[src/rtl/frbp_pkg.sv]
// Types, constants and helpers for the fixup record boundary parser.
// No dependencies.
package frbp_pkg;

    localparam int OUT_W   = 20;
    localparam int LEN_W   = 10;
    localparam int FIFO_AW = 2;

    localparam logic [7:0] SRC_BAD_MASK = 8'hC0;
    localparam logic [7:0] SRC_LIST     = 8'h20;
    localparam logic [7:0] FLG_OBJ16    = 8'h40;
    localparam logic [7:0] FLG_OFF32    = 8'h10;
    localparam logic [3:0] SRC_SEL_ONLY = 4'h2;
    localparam logic [7:0] FLG_TGT_MASK = 8'h03;

    localparam logic [LEN_W-1:0] BIR_MAX = '1;

    typedef enum logic [2:0] {
        ST_END      = 3'd0,
        ST_ZERO_SRC = 3'd1,
        ST_BAD_SRC  = 3'd2,
        ST_BAD_TGT  = 3'd3,
        ST_TRUNC    = 3'd4
    } frbp_status_t;

    typedef struct packed {
        logic [7:0] data_byte;
        logic       last_byte;
    } frbp_in_t;

    typedef struct packed {
        logic             result_kind;
        logic [OUT_W-1:0] offset_value;
        logic [2:0]       stop_status;
        logic             final_mark;
    } frbp_out_t;

    typedef struct packed {
        logic      rec_vld;
        logic      fin_vld;
        frbp_out_t rec;
        frbp_out_t fin;
    } frbp_push_t;

    function automatic logic [LEN_W-1:0] rec_len(input logic [7:0] src,
                                                 input logic [7:0] flg,
                                                 input logic [7:0] cnt);
        logic [LEN_W-1:0] len;
        len = ((src & SRC_LIST) != 8'h00) ? LEN_W'(3) : LEN_W'(4);
        len = len + (((flg & FLG_OBJ16) != 8'h00) ? LEN_W'(2) : LEN_W'(1));
        if (src[3:0] != SRC_SEL_ONLY) begin
            len = len + (((flg & FLG_OFF32) != 8'h00) ? LEN_W'(4) : LEN_W'(2));
        end
        if ((src & SRC_LIST) != 8'h00) begin
            len = len + {1'b0, cnt, 1'b0};
        end
        return len;
    endfunction

endpackage

[src/rtl/frbp_core.sv]
// Record parsing state and per-byte decode for the fixup record parser.
// Depends on frbp_pkg.
module frbp_core #(
    parameter int OFFSET_BITS = 20
) (
    input  logic                aclk,
    input  logic                aresetn,
    input  logic                in_vld,
    input  frbp_pkg::frbp_in_t  in_data,
    output frbp_pkg::frbp_push_t push
);
    import frbp_pkg::*;

    localparam logic [OFFSET_BITS-1:0] OFF_MAX = '1;
    localparam logic [OFFSET_BITS-1:0] OFF_ONE = {{(OFFSET_BITS-1){1'b0}}, 1'b1};

    function automatic logic [OFFSET_BITS-1:0] sat_add(input logic [OFFSET_BITS-1:0] a,
                                                       input logic [OFFSET_BITS-1:0] b);
        logic [OFFSET_BITS:0] s;
        s = {1'b0, a} + {1'b0, b};
        return s[OFFSET_BITS] ? OFF_MAX : s[OFFSET_BITS-1:0];
    endfunction

    function automatic logic [OFFSET_BITS-1:0] ext_len(input logic [LEN_W-1:0] x);
        return {{(OFFSET_BITS-LEN_W){1'b0}}, x};
    endfunction

    function automatic logic [OUT_W-1:0] to_out(input logic [OFFSET_BITS-1:0] v);
        logic [OFFSET_BITS+OUT_W-1:0] w;
        w = {{OUT_W{1'b0}}, v};
        return w[OUT_W-1:0];
    endfunction

    logic [OFFSET_BITS-1:0] pos_reg,  pos_next;
    logic [OFFSET_BITS-1:0] rs_reg,   rs_next;
    logic [OFFSET_BITS-1:0] plen_reg, plen_next;
    logic [LEN_W-1:0]       bir_reg,  bir_next;
    logic [LEN_W-1:0]       need_reg, need_next;
    logic                   known_reg, known_next;
    logic [7:0]             src_reg,  src_next;
    logic [7:0]             flg_reg,  flg_next;
    logic                   stop_reg, stop_next;
    frbp_status_t           status_reg, status_next;

    logic                   stop_hit;
    frbp_status_t           stop_code;
    logic [LEN_W-1:0]       stop_ext;
    logic                   src_is_list;

    assign src_is_list = (src_reg & SRC_LIST) != 8'h00;

    always_comb begin
        pos_next    = pos_reg;
        rs_next     = rs_reg;
        plen_next   = plen_reg;
        bir_next    = bir_reg;
        need_next   = need_reg;
        known_next  = known_reg;
        src_next    = src_reg;
        flg_next    = flg_reg;
        stop_next   = stop_reg;
        status_next = status_reg;
        stop_hit    = 1'b0;
        stop_code   = ST_END;
        stop_ext    = '0;
        push        = '0;

        if (in_vld) begin
            if (!stop_reg) begin
                if (bir_reg == '0) begin
                    rs_next = pos_reg;
                end
                pos_next = sat_add(pos_reg, OFF_ONE);
                if (bir_reg != BIR_MAX) begin
                    bir_next = bir_reg + LEN_W'(1);
                end

                priority if (bir_reg == LEN_W'(0)) begin
                    src_next = in_data.data_byte;
                    if (in_data.data_byte == 8'h00) begin
                        stop_hit  = 1'b1;
                        stop_code = ST_ZERO_SRC;
                        stop_ext  = LEN_W'(1);
                    end
                end else if (bir_reg == LEN_W'(1)) begin
                    flg_next = in_data.data_byte;
                    if ((src_reg & SRC_BAD_MASK) != 8'h00) begin
                        stop_hit  = 1'b1;
                        stop_code = ST_BAD_SRC;
                        stop_ext  = LEN_W'(2);
                    end else if (!src_is_list) begin
                        if ((in_data.data_byte & FLG_TGT_MASK) != 8'h00) begin
                            stop_hit  = 1'b1;
                            stop_code = ST_BAD_TGT;
                            stop_ext  = LEN_W'(4);
                        end else begin
                            need_next  = rec_len(src_reg, in_data.data_byte, 8'd1);
                            known_next = 1'b1;
                        end
                    end
                end else if (bir_reg == LEN_W'(2) && src_is_list && !known_reg) begin
                    if ((flg_reg & FLG_TGT_MASK) != 8'h00) begin
                        stop_hit  = 1'b1;
                        stop_code = ST_BAD_TGT;
                        stop_ext  = LEN_W'(3);
                    end else begin
                        need_next  = rec_len(src_reg, flg_reg, in_data.data_byte);
                        known_next = 1'b1;
                    end
                end else begin
                    // payload byte of a record
                end

                if (stop_hit) begin
                    stop_next   = 1'b1;
                    status_next = stop_code;
                    plen_next   = sat_add(rs_next, ext_len(stop_ext));
                end

                if (!stop_next && known_next && bir_next == need_next) begin
                    push.rec_vld              = 1'b1;
                    push.rec.result_kind      = 1'b0;
                    push.rec.offset_value     = to_out(rs_next);
                    push.rec.stop_status      = ST_END;
                    push.rec.final_mark       = 1'b0;
                    bir_next                  = '0;
                    need_next                 = '0;
                    known_next                = 1'b0;
                end

                if (in_data.last_byte && !stop_next) begin
                    if (bir_next == '0) begin
                        status_next = ST_END;
                        plen_next   = pos_next;
                    end else begin
                        status_next = ST_TRUNC;
                        plen_next   = sat_add(rs_next,
                                              ext_len(known_next ? need_next : bir_next));
                    end
                end
            end

            if (in_data.last_byte) begin
                push.fin_vld          = 1'b1;
                push.fin.result_kind  = 1'b1;
                push.fin.offset_value = to_out(plen_next);
                push.fin.stop_status  = status_next;
                push.fin.final_mark   = 1'b1;
                pos_next    = '0;
                rs_next     = '0;
                plen_next   = '0;
                bir_next    = '0;
                need_next   = '0;
                known_next  = 1'b0;
                src_next    = '0;
                flg_next    = '0;
                stop_next   = 1'b0;
                status_next = ST_END;
            end
        end
    end

    always_ff @(posedge aclk) begin
        if (!aresetn) begin
            pos_reg    <= '0;
            rs_reg     <= '0;
            plen_reg   <= '0;
            bir_reg    <= '0;
            need_reg   <= '0;
            known_reg  <= 1'b0;
            src_reg    <= '0;
            flg_reg    <= '0;
            stop_reg   <= 1'b0;
            status_reg <= ST_END;
        end else begin
            pos_reg    <= pos_next;
            rs_reg     <= rs_next;
            plen_reg   <= plen_next;
            bir_reg    <= bir_next;
            need_reg   <= need_next;
            known_reg  <= known_next;
            src_reg    <= src_next;
            flg_reg    <= flg_next;
            stop_reg   <= stop_next;
            status_reg <= status_next;
        end
    end

endmodule

[src/rtl/frbp_ofifo.sv]
// Four-word result queue taking up to two words per cycle, one out per cycle while m_ready is high.
// Depends on frbp_pkg.
module frbp_ofifo (
    input  logic                 aclk,
    input  logic                 aresetn,
    input  frbp_pkg::frbp_push_t push,
    output logic                 room,
    output logic                 m_valid,
    input  logic                 m_ready,
    output frbp_pkg::frbp_out_t  m_data
);
    import frbp_pkg::*;

    localparam int DEPTH = 1 << FIFO_AW;

    frbp_out_t          mem [DEPTH];
    logic [FIFO_AW-1:0] wr_ptr_reg, wr_ptr_next;
    logic [FIFO_AW-1:0] rd_ptr_reg, rd_ptr_next;
    logic [FIFO_AW:0]   count_reg,  count_next;
    logic [FIFO_AW-1:0] wr_ptr_p1;
    logic [1:0]         n_push;
    logic               pop;
    frbp_out_t          first_word;

    assign m_valid    = count_reg != '0;
    assign m_data     = mem[rd_ptr_reg];
    assign pop        = m_valid && m_ready;
    assign room       = count_reg <= (FIFO_AW + 1)'(DEPTH - 2);
    assign n_push     = {1'b0, push.rec_vld} + {1'b0, push.fin_vld};
    assign wr_ptr_p1  = wr_ptr_reg + FIFO_AW'(1);
    assign first_word = push.rec_vld ? push.rec : push.fin;

    always_comb begin
        wr_ptr_next = wr_ptr_reg + FIFO_AW'(n_push);
        rd_ptr_next = rd_ptr_reg + FIFO_AW'(pop);
        count_next  = count_reg + (FIFO_AW + 1)'(n_push) - (FIFO_AW + 1)'(pop);
    end

    always_ff @(posedge aclk) begin
        if (push.rec_vld || push.fin_vld) begin
            mem[wr_ptr_reg] <= first_word;
        end
        if (push.rec_vld && push.fin_vld) begin
            mem[wr_ptr_p1] <= push.fin;
        end
    end

    always_ff @(posedge aclk) begin
        if (!aresetn) begin
            wr_ptr_reg <= '0;
            rd_ptr_reg <= '0;
            count_reg  <= '0;
        end else begin
            wr_ptr_reg <= wr_ptr_next;
            rd_ptr_reg <= rd_ptr_next;
            count_reg  <= count_next;
        end
    end

endmodule

[src/rtl/fixup_record_boundary_parser_unit.sv]
// Fixup record boundary parser: walks one page's fixup record area a byte
// per word and reports each record's start offset, then a final word with
// the parsed length and stop status on the byte marked last. It takes one
// byte per cycle while the result queue has room. A byte is held in an
// input register and decoded out of it once the queue has room; its words
// are then written into a four-word result queue, from which they are
// offered. A byte that ends both a record and the page gives two words;
// the queue drains one word per cycle while m_ready is high and intake
// holds while fewer than two slots are free.
// Depends on frbp_pkg, frbp_core and frbp_ofifo.
module fixup_record_boundary_parser_unit #(
    parameter int OFFSET_BITS = 20
) (
    input  logic                aclk,
    input  logic                aresetn,
    input  logic                s_valid,
    output logic                s_ready,
    input  frbp_pkg::frbp_in_t  s_data,
    output logic                m_valid,
    input  logic                m_ready,
    output frbp_pkg::frbp_out_t m_data
);
    import frbp_pkg::*;

    logic       stage_vld_reg, stage_vld_next;
    frbp_in_t   stage_reg;
    logic       room;
    logic       advance;
    frbp_push_t push;

    assign advance = stage_vld_reg && room;
    assign s_ready = !stage_vld_reg || room;

    always_comb begin
        stage_vld_next = stage_vld_reg;
        if (s_valid && s_ready) begin
            stage_vld_next = 1'b1;
        end else if (advance) begin
            stage_vld_next = 1'b0;
        end
    end

    always_ff @(posedge aclk) begin
        if (s_valid && s_ready) begin
            stage_reg <= s_data;
        end
    end

    always_ff @(posedge aclk) begin
        if (!aresetn) begin
            stage_vld_reg <= 1'b0;
        end else begin
            stage_vld_reg <= stage_vld_next;
        end
    end

    frbp_core #(
        .OFFSET_BITS(OFFSET_BITS)
    ) u_core (
        .aclk    (aclk),
        .aresetn (aresetn),
        .in_vld  (advance),
        .in_data (stage_reg),
        .push    (push)
    );

    frbp_ofifo u_ofifo (
        .aclk    (aclk),
        .aresetn (aresetn),
        .push    (push),
        .room    (room),
        .m_valid (m_valid),
        .m_ready (m_ready),
        .m_data  (m_data)
    );

endmodule

[config.mk]
export PLATFORM = sky130hd
export DESIGN_NAME = fixup_record_boundary_parser_unit
export DESIGN_NICKNAME = d
export VERILOG_FILES = /design/src/rtl/frbp_pkg.sv /design/src/rtl/frbp_core.sv /design/src/rtl/frbp_ofifo.sv /design/src/rtl/fixup_record_boundary_parser_unit.sv
export SDC_FILE = /design/constraint.sdc
export NUM_CORES = 1
export LEC_CHECK = 0
export BUFFER_PORTS_ARGS = -buffer_cell sky130_fd_sc_hd__buf_2
export CORE_ASPECT_RATIO = 0.5
export CORE_MARGIN = 2
export CORE_UTILIZATION = 38
export DETAILED_ROUTE_END_ITERATION = 8
export SLEW_MARGIN = 40
export SYNTH_ARGS = -nofsm -noshare
export SYNTH_HDL_FRONTEND = slang
export SYNTH_SLANG_ARGS = --single-unit
[constraint.sdc]
create_clock -name aclk -period 7.5 [get_ports aclk]
set_input_delay 0.375 -clock aclk [delete_from_list [all_inputs] [get_ports aclk]]
set_output_delay 0.375 -clock aclk [all_outputs]
set_load 0.005 [all_outputs]
# ---- Word-level counts from Yosys, hierarchy flattened
# Memories as Yosys holds them, arrays and structs flattened. A register that Yosys moved wholly into a read port is not among the register bits.
# Index checks and enable logic that the tools add are counted.
dict set report totals {
  latchBits 0
  ff_bits 117
  wordCells 193
  mem_bits_rw 100
  mem_bits_ro 0
  n_memories 1
  inputBits 13
}
dict set report op_classes {
  n_mul 0
  n_eq_ne 7
  n_lt_le_gt_ge 1
  div 0
  reduce_logical 27
  mux 126
  add_sub_neg 15
  shift 0
  n_bitwise 0
}
# memory depth word_bits read_ports rd_ports_with_merged_regs wr line
set memory_table {}
lappend memory_table {u_ofifo.mem 4 25 1 1 2 frbp_ofifo.sv:16} ;# frbp_out_t mem [DEPTH];
# op count
set op_table {}
lappend op_table {{10-bit two-way mux} 39}
lappend op_table {{20-bit two-way mux} 15}
lappend op_table {{52-bit two-way mux} 1}
lappend op_table {{25-bit two-way mux} 2}
lappend op_table {{24-bit two-way mux} 2}
lappend op_table {{20-bit by 10-bit adder with 21-bit output} 2}
lappend op_table {{3-bit two-way mux} 14}
lappend op_table {{10-bit adder} 4}
lappend op_table {{1-bit two-way mux} 40}
lappend op_table {{7-bit two-way mux} 4}
lappend op_table {{8-bit two-way mux} 3}
lappend op_table {{8-bit nonzero test} 3}
lappend op_table {{20-bit by 1-bit adder with 21-bit output, second input constant} 1}
lappend op_table {{10-bit logical NOT} 2}
lappend op_table {{2-bit two-way mux} 6}
lappend op_table {{10-bit by 1-bit adder with 10-bit output, second input constant} 1}
lappend op_table {{10-bit by 9-bit adder with 10-bit output} 1}
lappend op_table {{10-bit by 1-bit equality test with 1-bit output, second input constant} 1}
lappend op_table {{10-bit equality test} 1}
lappend op_table {{10-bit by 2-bit equality test with 1-bit output, second input constant} 1}
lappend op_table {{10-bit inequality test, second input constant} 1}
lappend op_table {{1-bit logical AND} 9}
lappend op_table {{8-bit logical NOT} 1}
lappend op_table {{2-bit nonzero test} 3}
lappend op_table {{15 further kinds} 19}

# ---- Depth between registers and ports, before layout
# Gate-level depths: netlist (run 1).
dict set report logic_depth {
  ltp_word 34
  ltp_mapped 31
}

# ---- Hierarchy
# A second synthesis (run 1) with hierarchy kept.
dict set report unflattened {
  cells_unflattened 1583
  area_unflattened_um2 14455.1
}
# mod seq_area_each_um2 area_each_um2 cells_per_inst n_inst
set modules_own_cells {}
lappend modules_own_cells {frbp_core 1921.8 8450.6 1155 1}
lappend modules_own_cells {frbp_ofifo 3143.0 5669.2 413 1}
lappend modules_own_cells {fixup_record_boundary_parser_unit 290.3 335.3 15 1}

# ---- Worst setup path before layout (run 1)
# OpenSTA, ideal clock, no wires.
dict set report synth_timing {
  kind {register to register}
  start {register u_core.src_reg[5]}
  end {memory u_ofifo.mem[0][13] (netlist name), data pin}
  arrival_time_ps 7084
  slack_ps 138
  setup_ps 278
  stages_incl_launch_ff 31
  required_time_ps 7222
  period_less_slack_ps 7362
  path_cell_list {dfxtp_1 buf_2 inv_1 ha_1 ha_1 fa_1 nand2_1 nand2_1 fa_1 a211oi_1 nor2_1 xnor2_1 a22o_1 xnor2_1 or4_4 nor2_2 buf_6 buf_2 buf_1 nor2_1 ha_1 fa_1 a21o_1 a21oi_1 o21ai_0 o221ai_1 nor3_1 nand2b_1 or4_1 o41ai_4 o221ai_1}
}
# element line
set synth_rtl {}
lappend synth_rtl {{start, declared} frbp_core.sv:40} ;# logic [7:0] src_reg, src_next;
lappend synth_rtl {{start signal, assigned} frbp_core.sv:182} ;# src_reg <= src_next;
lappend synth_rtl {{end, declared} frbp_ofifo.sv:16}

==> impl_metrics.sql, run 1 <==
INSERT INTO impl_metrics (metric_group, metric, value, unit) VALUES
('timing', 'f_max', '142.1', 'MHz'),
('clock_network', 'cts_setup_buffers', '0', ''),
('detailed_routing', 'wl_met3', '3205', 'um'),
('synthesis', 'synth_fp_nets', '1547', ''),
('final_layout', 'largest_reg_flops', '96', ''),
('clock_network', 'numCtsBuffers', '22', ''),
('clock_network', 'cts_root_buf', 'clkbuf_16', ''),
('die', 'design.portCount', '40', ''),
('final_layout', 'area_growth_syn_to_layout', '10.78', '%'),
('worst_setup_path', 'critical_path.slowest_cell', 'or4_1', ''),
('placement', 'post-dp-hpwl', '28320', 'um'),
('timing', 'timing.final.max_slew_violations', '0', ''),
('global_routing', 'grt_antenna_before_repair', '0', ''),
('detailed_routing', 'detail_route.wirelength', '41490', 'um'),
('pwr', 'power_density', '202.0', 'nW/um2'),
('timing', 'finalSetupViolations', '0', ''),
('synthesis', 'avgSynthCellArea', '9.217', 'um2'),
('final_layout', 'final_layout_size_suffix_gt1_share', '13.48', '%'),
('min_path', 'min-delay-path-class', 'in -> reg', ''),
('synthesis', 'post_synth_inst_count', '1488', ''),
('worst_setup_path', 'critical_path_max_stage_delay', '0.56', 'ns'),
('detailed_routing', 'dr_wl_met2', '17170', 'um'),
('worst_setup_path', 'cp-startpoint', 'u_core.src_reg[5]', ''),
('synthesis', 'synth.area.mux_share', '7.116', '%'),
('synthesis', 'yosysWarningCount', '0', ''),
('detailed_routing', 'drtIter0Drc', '1154', ''),
('detailed_routing', 'route.detailed.wl_per_inst', '20.93', 'um'),
('flow_run', 'drv.max_cap_violation_count', '0', ''),
('min_path', 'holdCritStartpoint', 's_data[7]', ''),
('global_routing', 'gr-usage-all-layers', '21.64', '%'),
('worst_setup_path', 'worst_path_dominant_cell_family', 'compound AO/OA/AOI/OAI gates', ''),
('timing', 'final_period_minus_worst_setup_slack', '7.037', 'ns'),
('timing', 'hold_viol', '0', ''),
('timing', 'maxSlewHeadroom', '41.74', '%'),
('clock_network', 'worstSkewPairLatency', '0.54', 'ns'),
('synthesis', 'synthArstFlopShare', '0', '%'),
('synthesis', 'synth_enable_flop_cells', '105', ''),
('die', 'effective_utilization_at_floorplan', '38.37', '%'),
('detailed_routing', 'detail-route-antenna-nets', '0', ''),
('worst_setup_path', 'critical_path_arrival', '7.29', 'ns'),
('final_layout', 'layout.cells.most_common_list', 'nor2_1 (135), nand2_1 (127), edfxtp_1 (105)', ''),
('die', 'row_count', '49', ''),
('synthesis', 'post_synthesis_compound_gate_area_fraction', '20.34', '%'),
('worst_setup_path', 'sort_of_element_at_the_start_of_the_critical_path', 'flop', ''),
('detailed_routing', 'first_pass_iters', '5', ''),
('timing', 'tns', '0', 'ns'),
('synthesis', 'synth_flop_cell', 'edfxtp_1', ''),
('global_routing', 'vias_in_the_first_global_route', '10769', ''),
('worst_setup_path', 'worstPathRequired', '7.76', 'ns'),
('timing', 'timing.clock.skew', '0.01360', 'ns'),
('placement', 'place.gp.congestion', '0.9269', ''),
('worst_setup_path', 'critical_path.reg2reg.startpoint', 'u_core.src_reg[5]', ''),
('worst_setup_path', 'endpoint_kind', 'flop', ''),
('timing', 'grt_setup_unrepaired', 'false', ''),
('synthesis', 'ys_seq_area_share', '38.17', '%'),
('outcome', 'status', 'finished clean', ''),
('clock_network', 'tritoncts', 'done', ''),
('detailed_routing', 'dr.max_layer_used', 'met4', ''),
('global_routing', 'grt_remaining_overflow', '0', ''),
('timing', 'worst-slew-pin-transition', '0.8739', 'ns'),
('synthesis', 'synth_simple_gate_area_share', '21.94', '%'),
('synthesis', 'ys_types', '88', ''),
('pwr', 'p_leak', '0.005361', 'uW'),
('final_layout', 'filler_cell_count', '3486', ''),
('clock_network', 'total_number_of_h_tree_levels', '1', ''),
('worst_setup_path', 'cp.buffers_inverters', '1', ''),
('die', 'core_area', '35740', 'um2'),
('die', 'dieArea', '37720', 'um2'),
('synthesis', 'synth_top_family_by_area', 'simple AND/OR/NAND/NOR gates', ''),
('clock_network', 'num_clock_sinks', '209', ''),
('global_routing', 'grt_start_max_net_pins', '106', '');
## cells by family (layout without fill, tap and decap cells)
logic type,count (synthesis),count (layout)
AND/OR/NAND/NOR,580,580
AO/OA/AOI/OAI,394,394
flip-flops,209,209
buffers and inverters,139,149
multiplexers,65,65
XOR/XNOR,55,55
adder cells (fa/ha/maj),46,46
## worst paths after layout
check / cells after the start / endpoint / slack, ns
worst max-delay path: 26 / u_ofifo.mem[0][13] / 0.46
worst min-delay path: 1 / stage_reg[7] / 0.02
worst max register to register: 26 / u_ofifo.mem[0][13] / 0.46
worst min register to register: 2 / u_core.rs_reg[0] / 0.47
## worst register-to-register path, stage by stage (launching register included)
cell,delay [ns]
dfxtp_2,0.42
inv_1,0.14
ha_1,0.24
ha_1,0.24
fa_1,0.45
nand2_1,0.07
nand2_1,0.10
fa_1,0.45
a211oi_2,0.31
o31a_1,0.18
nor4_1,0.07
or4_1,0.50
a21oi_1,0.17
o2111ai_1,0.26
nor2_4,0.26
nor2_1,0.10
ha_1,0.21
fa_1,0.40
a21o_1,0.20
a21oi_1,0.22
o21ai_1,0.20
o221ai_2,0.29
nor3_1,0.15
nand2b_1,0.29
or4_1,0.56
o41ai_4,0.10
o221ai_1,0.19
## where the power goes
part	internal, uW	total (uW)	switching (uW)
Clock	655	1140	488
Sequential	1250	1320	71.3
Combinational	258	605	346
## metrics by stage
| step | cell area [um2] | cells | setup slack [ns] | utilization (%) |
|---|---|---|---|---|
| 3_3_place_gp | 14360 | 1938 | 0.3405 | 40.17 |
| 4_1_cts | 15160 | 1982 | 0.1558 | 42.41 |
| 6_report | 15190 | 1982 | 0.4630 | 42.51 |
| 2_1_floorplan | 13710 | 1488 | 0.1381 | - |
| 3_5_place_dp | 14380 | 1938 | 0.1902 | 40.24 |
| 5_1_grt | 15190 | 1982 | 0.02448 | 42.51 |
## final cells by class
cell class	count	area, um2	share of cell area [%]
multi-input cells	1140	8013	52.74
flip-flops and latches	209	5240	34.49
well taps	484	605.6	3.986
clock buffers	26	575.6	3.788
repair buffers	72	460.4	3.031
clock inverters	14	160.2	1.054
inverters	37	138.9	0.9141
## timing repair
item	in CTS	in global routing
hold buffers	4	0
gates resized for setup	0	7
endpoints found under the setup margin	0	80
endpoints found under the hold margin	4	0
## cell usage after synthesis, drive strengths merged, types with 7 or more instances
cell / n / area share, %
o221ai: 26 / 1.7
o22ai: 7 / 0.32
o211ai: 8 / 0.44
o21ai: 65 / 2.4
edfxtp: 105 / 23
nand2b: 11 / 0.50
xor2: 14 / 0.89
a31oi: 22 / 1.0
a21oi: 78 / 2.9
nor4: 14 / 0.90
mux2: 20 / 1.6
o31ai: 16 / 0.95
nand4: 16 / 0.73
nor2: 140 / 4.0
ha: 40 / 3.6
inv: 36 / 0.99
or4: 13 / 0.77
nor3: 38 / 1.5
mux4: 24 / 3.9
or2: 7 / 0.32
nand2: 127 / 3.5
nand3: 64 / 2.6
a22oi: 68 / 3.8
dfxtp: 104 / 15
or3: 9 / 0.41
and3: 12 / 0.55
xnor2: 41 / 2.6
a21boi: 14 / 0.77
mux2i: 21 / 1.5
clkbuf: 69 / 1.9
buf: 33 / 1.5
a21o: 8 / 0.44
nor2b: 84 / 3.8
and2: 31 / 1.4
a211oi: 29 / 1.6
## routing by layer
metal  vias up  global-route usage, %
met3        63                  3.978
met1      5675                  32.88
met5         -                      0
met4         0                  5.697
met2       484                  31.23
li1       5548                      -
No activity file was read; power rests on OpenSTA's default activity.
==> inputs of run 2 (changes only) <==
--- a/config.mk
+++ b/config.mk
@@ -5,11 +5,13 @@
 export SDC_FILE = /design/constraint.sdc
 export NUM_CORES = 1
 export LEC_CHECK = 0
+export ABC_AREA = 1
 export BUFFER_PORTS_ARGS = -buffer_cell sky130_fd_sc_hd__buf_2
 export CORE_ASPECT_RATIO = 0.5
 export CORE_MARGIN = 2
-export CORE_UTILIZATION = 38
+export CORE_UTILIZATION = 57
 export DETAILED_ROUTE_END_ITERATION = 8
+export PLACE_DENSITY = 0.77
 export SLEW_MARGIN = 40
 export SYNTH_ARGS = -nofsm -noshare
 export SYNTH_HDL_FRONTEND = slang
==> impl_metrics.sql, run 2 <==
INSERT INTO impl_metrics (metric_group, metric, value, unit) VALUES
('timing', 'f_max', '148.7', 'MHz'),
('worst_setup_path', 'critical_path_arrival', '7.10', 'ns'),
('synthesis', 'synth_fp_nets', '1947', ''),
('worst_setup_path', 'crit_top_cell', 'nand2_1', ''),
('global_routing', 'grt_antenna_before_repair', '0', ''),
('flow_run', 'drv.max_cap_violation_count', '0', ''),
('worst_setup_path', 'critical_path_max_stage_delay', '0.40', 'ns'),
('detailed_routing', 'route.detailed.wl_per_inst', '16.51', 'um'),
('detailed_routing', 'route.detailed.vias_per_inst', '5.747', ''),
('timing', 'grt_setup_unrepaired', 'false', ''),
('clock_network', 'total_number_of_h_tree_levels', '1', ''),
('timing', 'hold_viol', '0', ''),
('worst_setup_path', 'sort_of_element_at_the_start_of_the_critical_path', 'flop', ''),
('synthesis', 'synthArstFlopShare', '0', '%'),
('clock_network', 'path_clk_slew', '0.06', 'ns'),
('final_layout', 'layout.nets', '1950', ''),
('min_path', 'holdCritStartpoint', 's_data[3]', ''),
('clock_network', 'numCtsBuffers', '22', ''),
('die', 'effective_utilization_at_floorplan', '58.58', '%'),
('final_layout', 'postLayoutCellArea', '14710', 'um2'),
('clock_network', 'num_clock_sinks', '209', ''),
('detailed_routing', 'wl_met3', '3395', 'um'),
('clock_network', 'tritoncts', 'done', ''),
('timing', 'maxSlewHeadroom', '44.15', '%'),
('timing', 'timing.final.max_slew_violations', '0', ''),
('worst_setup_path', 'endpoint_kind', 'flop', ''),
('worst_setup_path', 'setup.reg_to_reg.worst_slack', '0.77', 'ns'),
('die', 'design.portCount', '40', ''),
('synthesis', 'synth.ff_latch_count', '209', ''),
('synthesis', 'yosysWarningCount', '0', ''),
('outcome', 'status', 'finished clean', ''),
('synthesis', 'synth_top_cell_by_area', 'edfxtp_1', ''),
('final_layout', 'layout.cells.most_common', 'nand2_1', ''),
('clock_network', 'cts-root-to-sink-buffers', '3', ''),
('final_layout', 'largest_reg_flops', '96', ''),
('worst_setup_path', 'timing_worst_setup_path_type', 'reg -> reg', ''),
('synthesis', 'synth_enable_flop_cells', '105', ''),
('worst_setup_path', 'cp_max_fo', '17', ''),
('synthesis', 'ys_seq_area_share', '38.88', '%'),
('global_routing', 'grt_remaining_overflow', '0', ''),
('detailed_routing', 'detail_route.wirelength', '36560', 'um'),
('detailed_routing', 'dr.max_layer_used', 'met4', ''),
('placement', 'port_buffers', '39', ''),
('pwr', 'ir_worst_vdd', '0.0001406', 'V'),
('detailed_routing', 'first_pass_iters', '6', ''),
('synthesis', 'synthDominantCellAreaShare', '23.42', '%'),
('final_layout', 'insertedDiodeCount', '0', ''),
('min_path', 'min-delay-path-class', 'in -> reg', ''),
('detailed_routing', 'detail-route-antenna-nets', '0', ''),
('synthesis', 'ys_types', '59', ''),
('detailed_routing', 'count_of_unresolved_drc_violations_after_routing', '0', ''),
('synthesis', 'syn-cell-area', '13460', 'um2'),
('synthesis', 'dominant_cells_by_area_after_synthesis', 'edfxtp_1 (23%), dfxtp_1 (15%), nand2_1 (14%)', ''),
('pwr', 'power_density', '207.7', 'nW/um2'),
('timing', 'worst-slew-pin-transition', '0.8377', 'ns'),
('min_path', 'worstHoldPathCells', '1', ''),
('die', 'dieArea', '24940', 'um2'),
('placement', 'placedInstanceArea', '13920', 'um2'),
('pwr', 'p_leak', '0.006115', 'uW'),
('global_routing', 'grt_start_max_net_pins', '101', ''),
('synthesis', 'synth_flop_cell', 'edfxtp_1', ''),
('detailed_routing', 'wl_met1', '16940', 'um'),
('synthesis', 'post_synth_inst_count', '1888', ''),
('worst_setup_path', 'worstPathRequired', '7.87', 'ns'),
('placement', 'place.gp.congestion', '0.9685', ''),
('clock_network', 'cts_root_buf', 'clkbuf_16', ''),
('synthesis', 'avgSynthCellArea', '7.131', 'um2'),
('timing', 'finalSetupViolations', '0', ''),
('final_layout', 'area_growth_syn_to_layout', '9.265', '%'),
('detailed_routing', 'vias', '12724', ''),
('final_layout', 'layout.cells.most_common_list', 'nand2_1 (505), nor2_1 (234), a21oi_1 (216)', ''),
('detailed_routing', 'drtIter0Drc', '1590', ''),
('worst_setup_path', 'critical_path.slowest_cell', 'dfxtp_1', ''),
('worst_setup_path', 'r2r_cells', '41', ''),
('final_layout', 'final_layout_size_suffix_gt1_share', '10.80', '%'),
('final_layout', 'register_with_the_most_flip_flops', 'u_ofifo.mem', ''),
('die', 'chipWidth', '221.4', 'um'),
('timing', 'timing.clock.skew', '0.01991', 'ns'),
('global_routing', 'grt_first_pass_wirelength', '58150', 'um'),
('die', 'dieHeight', '112.7', 'um'),
('global_routing', 'vias_in_the_first_global_route', '11008', ''),
('timing', 'tns', '0', 'ns'),
('die', 'row_count', '39', ''),
('placement', 'post-dp-hpwl', '24620', 'um'),
('clock_network', 'worstSkewPairLatency', '0.54', 'ns'),
('die', 'core_area', '22980', 'um2'),
('clock_network', 'cts_setup_buffers', '0', ''),
('worst_setup_path', 'reg2reg_to', 'u_ofifo.mem[3][17]', ''),
('synthesis', 'yosys-top-cells-count', 'nand2_1 (505), nor2_1 (238), a21oi_1 (218)', ''),
('worst_setup_path', 'critical_path.reg2reg.startpoint', 'u_core.src_reg[5]', ''),
('min_path', 'whs_endpoint', 'stage_reg[3]', ''),
('synthesis', 'yosys.cell_count.top_type', 'nand2_1', ''),
('detailed_routing', 'dr_wl_met2', '15700', 'um'),
('timing', 'final.period_utilization', '89.67', '%'),
('timing', 'final_period_minus_worst_setup_slack', '6.726', 'ns'),
('global_routing', 'gr-usage-all-layers', '29.05', '%');
run 2: layout make-up:
cell class,instances,area [um2]
Clock inverter,7,100.1
Fill cell,2004,8272
Inverter,165,621.8
Timing Repair Buffer,63,399.1
Multi-Input combinational cell,1430,7322
Clock buffer,33,649.4
Tap cell,307,384.1
Sequential cell,209,5235
run 2: through the flow:
| stage | total power (uW) | std cells | hold WS, ns | utilization [%] | setup WS, ns |
|---|---|---|---|---|---|
| 4_1_cts | 3052 | 2212 | 0.002764 | 63.81 | 0.5727 |
| 6_report | 3056 | 2214 | 0.01502 | 64.01 | 0.7744 |
| 5_1_grt | 3181 | 2214 | 0.001853 | 64.01 | 0.08744 |
| 3_3_place_gp | 1907 | 2170 | 0.4499 | 60.39 | 0.7820 |
| 3_5_place_dp | 1914 | 2172 | 0.4536 | 60.55 | 0.6105 |
| 2_1_floorplan | 1707 | 1888 | 0.4403 | - | 1.429 |
run 2: power breakdown:
| part | leakage, uW | total, uW | internal, uW | switching [uW] |
|---|---|---|---|---|
| registers | 0.00181 | 1260 | 1240 | 26.4 |
| logic | 0.00393 | 639 | 207 | 432 |
| clock network | 0.000372 | 1150 | 671 | 484 |
| total | 0.00611 | 3060 | 2110 | 942 |
run 2: routing by layer:
| metal | vias up | GRT usage, % |
|---|---|---|
| li1 | 6261 | - |
| met1 | 5851 | 43.53 |
| met2 | 567 | 44.40 |
| met3 | 45 | 4.921 |
| met4 | 0 | 5.593 |
| met5 | - | 0 |
run 2: logic make-up after synthesis:
logic type	count (synthesis)	synth area share, %
simple gates	939	30.03
fa+ha+maj	46	4.609
mux	1	0.07435
compound gates	411	16.84
buf+inv	249	7.425
xor+xnor	33	2.147
flops	209	38.88
run 2: repair_timing:
action / 4_1_cts / 5_1_grt
endpoints found under the hold margin: 0 / 2
gates resized for setup: 0 / 7
endpoints found under the setup margin: 0 / 85
hold buffers: 0 / 2
run 2: worst max path at each step:
stage	depth (start not counted)	endpoint	startpoint
4_1_cts	47	u_ofifo.mem[2][21]	u_core.src_reg[5]
3_5_place_dp	47	u_ofifo.mem[1][19]	u_core.src_reg[5]
5_1_grt	47	u_ofifo.mem[2][21]	u_core.src_reg[5]
6_report	41	u_ofifo.mem[3][17]	u_core.src_reg[5]
2_1_floorplan	26	u_ofifo.mem[1][0]	u_core.src_reg[5]
3_3_place_gp	47	u_ofifo.mem[1][19]	u_core.src_reg[5]
run 2: critical path, delay by kind of cell, from the launching register on:
family          cells  cell delay (ns)
compound gates      6             0.75
xor+xnor            1             0.17
fa+ha+maj           5             1.58
buf+inv             7             0.81
flops               1             0.40
simple gates       22             2.86
==> inputs of run 3 (changes only) <==
--- a/config.mk
+++ b/config.mk
@@ -12,6 +12,7 @@
 export CORE_UTILIZATION = 57
 export DETAILED_ROUTE_END_ITERATION = 8
 export PLACE_DENSITY = 0.77
+export RECOVER_POWER = 50
 export SLEW_MARGIN = 40
 export SYNTH_ARGS = -nofsm -noshare
 export SYNTH_HDL_FRONTEND = slang
==> impl_metrics.sql, run 3 (same netlist as run 2, synthesis figures left out) <==
INSERT INTO impl_metrics (metric_group, metric, value, unit) VALUES
('final_layout', 'largest_reg_flops', '96', ''),
('placement', 'dp_cells', '2172', ''),
('die', 'chipWidth', '221.4', 'um'),
('detailed_routing', 'route.detailed.vias_per_inst', '5.716', ''),
('detailed_routing', 'detail_route.wirelength', '36570', 'um'),
('worst_setup_path', 'worstPathRequired', '7.87', 'ns'),
('global_routing', 'vias_in_the_first_global_route', '11008', ''),
('detailed_routing', 'first_pass_iters', '6', ''),
('min_path', 'worstHoldPathCells', '1', ''),
('die', 'dieHeight', '112.7', 'um'),
('final_layout', 'combined_area_of_the_multi_input_logic_cells', '7279', 'um2'),
('detailed_routing', 'wl_met3', '3637', 'um'),
('clock_network', 'total_number_of_h_tree_levels', '1', ''),
('clock_network', 'num_clock_sinks', '209', ''),
('worst_setup_path', 'cp.buffers_inverters', '7', ''),
('clock_network', 'cts_root_buf', 'clkbuf_16', ''),
('clock_network', 'cts-root-to-sink-buffers', '3', ''),
('worst_setup_path', 'critical_path_arrival', '7.13', 'ns'),
('timing', 'f_max', '148.0', 'MHz'),
('final_layout', 'filler_cell_count', '2030', ''),
('timing', 'hold_viol', '0', ''),
('detailed_routing', 'vias', '12655', ''),
('die', 'effective_utilization_at_floorplan', '58.58', '%'),
('placement', 'post-dp-hpwl', '24620', 'um'),
('timing', 'timing.final.max_slew_violations', '257', ''),
('global_routing', 'grt_remaining_overflow', '0', ''),
('detailed_routing', 'dr_wl_met2', '15480', 'um'),
('final_layout', 'insertedDiodeCount', '0', ''),
('flow_run', 'drv.max_cap_violation_count', '5', ''),
('worst_setup_path', 'reg2reg_to', 'u_ofifo.mem[3][17]', ''),
('worst_setup_path', 'worst_path_dominant_cell_family', 'simple AND/OR/NAND/NOR gates', ''),
('detailed_routing', 'route.detailed.wl_per_inst', '16.52', 'um'),
('outcome', 'status', 'complete, but fails checks', ''),
('worst_setup_path', 'sort_of_element_at_the_start_of_the_critical_path', 'flop', ''),
('final_layout', 'area_growth_syn_to_layout', '8.614', '%'),
('worst_setup_path', 'setup.reg_to_reg.worst_slack', '0.74', 'ns'),
('clock_network', 'cts_setup_buffers', '0', ''),
('global_routing', 'grt_antenna_before_repair', '0', ''),
('final_layout', 'layout.cells.most_common', 'nand2_1', ''),
('timing', 'final_period_minus_worst_setup_slack', '6.756', 'ns'),
('min_path', 'min-delay-path-class', 'in -> reg', ''),
('final_layout', 'register_with_the_most_flip_flops', 'u_ofifo.mem', ''),
('clock_network', 'tritoncts', 'done', ''),
('global_routing', 'grt_start_max_net_pins', '101', ''),
('clock_network', 'worstSkewPairLatency', '0.54', 'ns'),
('timing', 'final.period_utilization', '90.08', '%'),
('worst_setup_path', 'critical_path_max_stage_delay', '0.40', 'ns'),
('timing', 'grt_setup_unrepaired', 'false', ''),
('worst_setup_path', 'timing_worst_setup_path_type', 'reg -> reg', ''),
('pwr', 'ir_worst_vdd', '0.0001408', 'V'),
('timing', 'timing.clock.skew', '0.01701', 'ns'),
('worst_setup_path', 'r2r_cells', '41', ''),
('outcome', 'violations', 'max-capacitance violations, max-slew violations', ''),
('worst_setup_path', 'cp_max_fo', '17', ''),
('detailed_routing', 'detail-route-antenna-nets', '0', ''),
('min_path', 'holdCritStartpoint', 's_data[3]', ''),
('final_layout', 'layout.nets', '1950', ''),
('placement', 'port_buffers', '39', ''),
('worst_setup_path', 'critical_path.slowest_cell', 'dfxtp_1', ''),
('timing', 'worst-slew-pin-transition', '2.787', 'ns'),
('final_layout', 'final_layout_size_suffix_gt1_share', '9.334', '%'),
('die', 'row_count', '39', ''),
('timing', 'maxSlewHeadroom', '-85.78', '%'),
('die', 'core_area', '22980', 'um2'),
('timing', 'finalSetupViolations', '0', ''),
('die', 'design.portCount', '40', ''),
('global_routing', 'grt_first_pass_wirelength', '58150', 'um'),
('detailed_routing', 'wl_met1', '16910', 'um'),
('global_routing', 'gr-usage-all-layers', '29.05', '%'),
('pwr', 'p_leak', '0.006044', 'uW'),
('die', 'dieArea', '24940', 'um2'),
('clock_network', 'numCtsBuffers', '22', ''),
('final_layout', 'final-instance-count-excl-fill', '2214', ''),
('timing', 'tns', '0', 'ns'),
('detailed_routing', 'count_of_unresolved_drc_violations_after_routing', '0', ''),
('final_layout', 'layout.cells.most_common_list', 'nand2_1 (505), nor2_1 (234), a21oi_1 (217)', ''),
('clock_network', 'path_clk_slew', '0.06', 'ns'),
('worst_setup_path', 'endpoint_kind', 'flop', ''),
('detailed_routing', 'dr.max_layer_used', 'met4', ''),
('final_layout', 'sequential_cell_area', '5235', 'um2'),
('worst_setup_path', 'critical_path.reg2reg.startpoint', 'u_core.src_reg[5]', ''),
('detailed_routing', 'drtIter0Drc', '1583', ''),
('pwr', 'power_density', '208.2', 'nW/um2'),
('min_path', 'whs_endpoint', 'stage_reg[3]', ''),
('placement', 'place.gp.congestion', '0.9685', ''),
('worst_setup_path', 'crit_top_cell', 'nand2_1', '');
## run 3: worst max path at each step
stage | start | to | cells after the start | slack (ns)
after floorplan | u_core.src_reg[5] | u_ofifo.mem[1][0] | 26 | 1.43
after global placement | u_core.src_reg[5] | u_ofifo.mem[1][19] | 47 | 0.78
after detailed placement | u_core.src_reg[5] | u_ofifo.mem[1][19] | 47 | 0.61
after CTS | u_core.src_reg[5] | u_ofifo.mem[2][21] | 47 | 0.57
after global routing | u_core.src_reg[5] | u_ofifo.mem[2][11] | 41 | 0.08
final | u_core.src_reg[5] | u_ofifo.mem[3][17] | 41 | 0.74
## run 3: through the flow
stage / instance area [um2] / setup slack [ns] / hold WS [ns] / total power [uW] / util, %
CTS: 14670 / 0.5727 / 0.002764 / 3052 / 63.81
floorplan: 13460 / 1.429 / 0.4403 / 1707 / -
finish: 14620 / 0.7438 / 0.009991 / 3044 / 63.63
global placement: 13880 / 0.7820 / 0.4499 / 1907 / 60.39
global route: 14620 / 0.07870 / 0.001853 / 3170 / 63.63
detailed placement: 13920 / 0.6105 / 0.4536 / 1914 / 60.55
## run 3: per-layer routing
layer	up-vias	GRT usage [%]
met4	0	5.593
met5	-	0
met1	5755	43.53
met2	577	44.40
li1	6271	-
met3	52	4.921
## run 3: area by class of cell
type                            count  area share [%]
Multi-Input combinational cell   1430           49.78
Sequential cell                   209           35.80
Tap cell                          307           2.627
Clock inverter                      7          0.6845
Clock buffer                       33           4.440
Inverter                          165           4.252
Timing Repair Buffer               63           2.421
## run 3: timing repair
action	4_1_cts	5_1_grt
setup endpoints to repair	0	85
hold buffers	0	2
resized for setup	0	7
endpoints found under the hold margin	0	2
## run 3: power by group
group | switching (uW) | leakage [uW] | internal (uW) | total [uW]
combinational | 431 | 0.00386 | 195 | 626
clock | 486 | 0.000372 | 671 | 1160
sequential | 26.0 | 0.00181 | 1240 | 1260
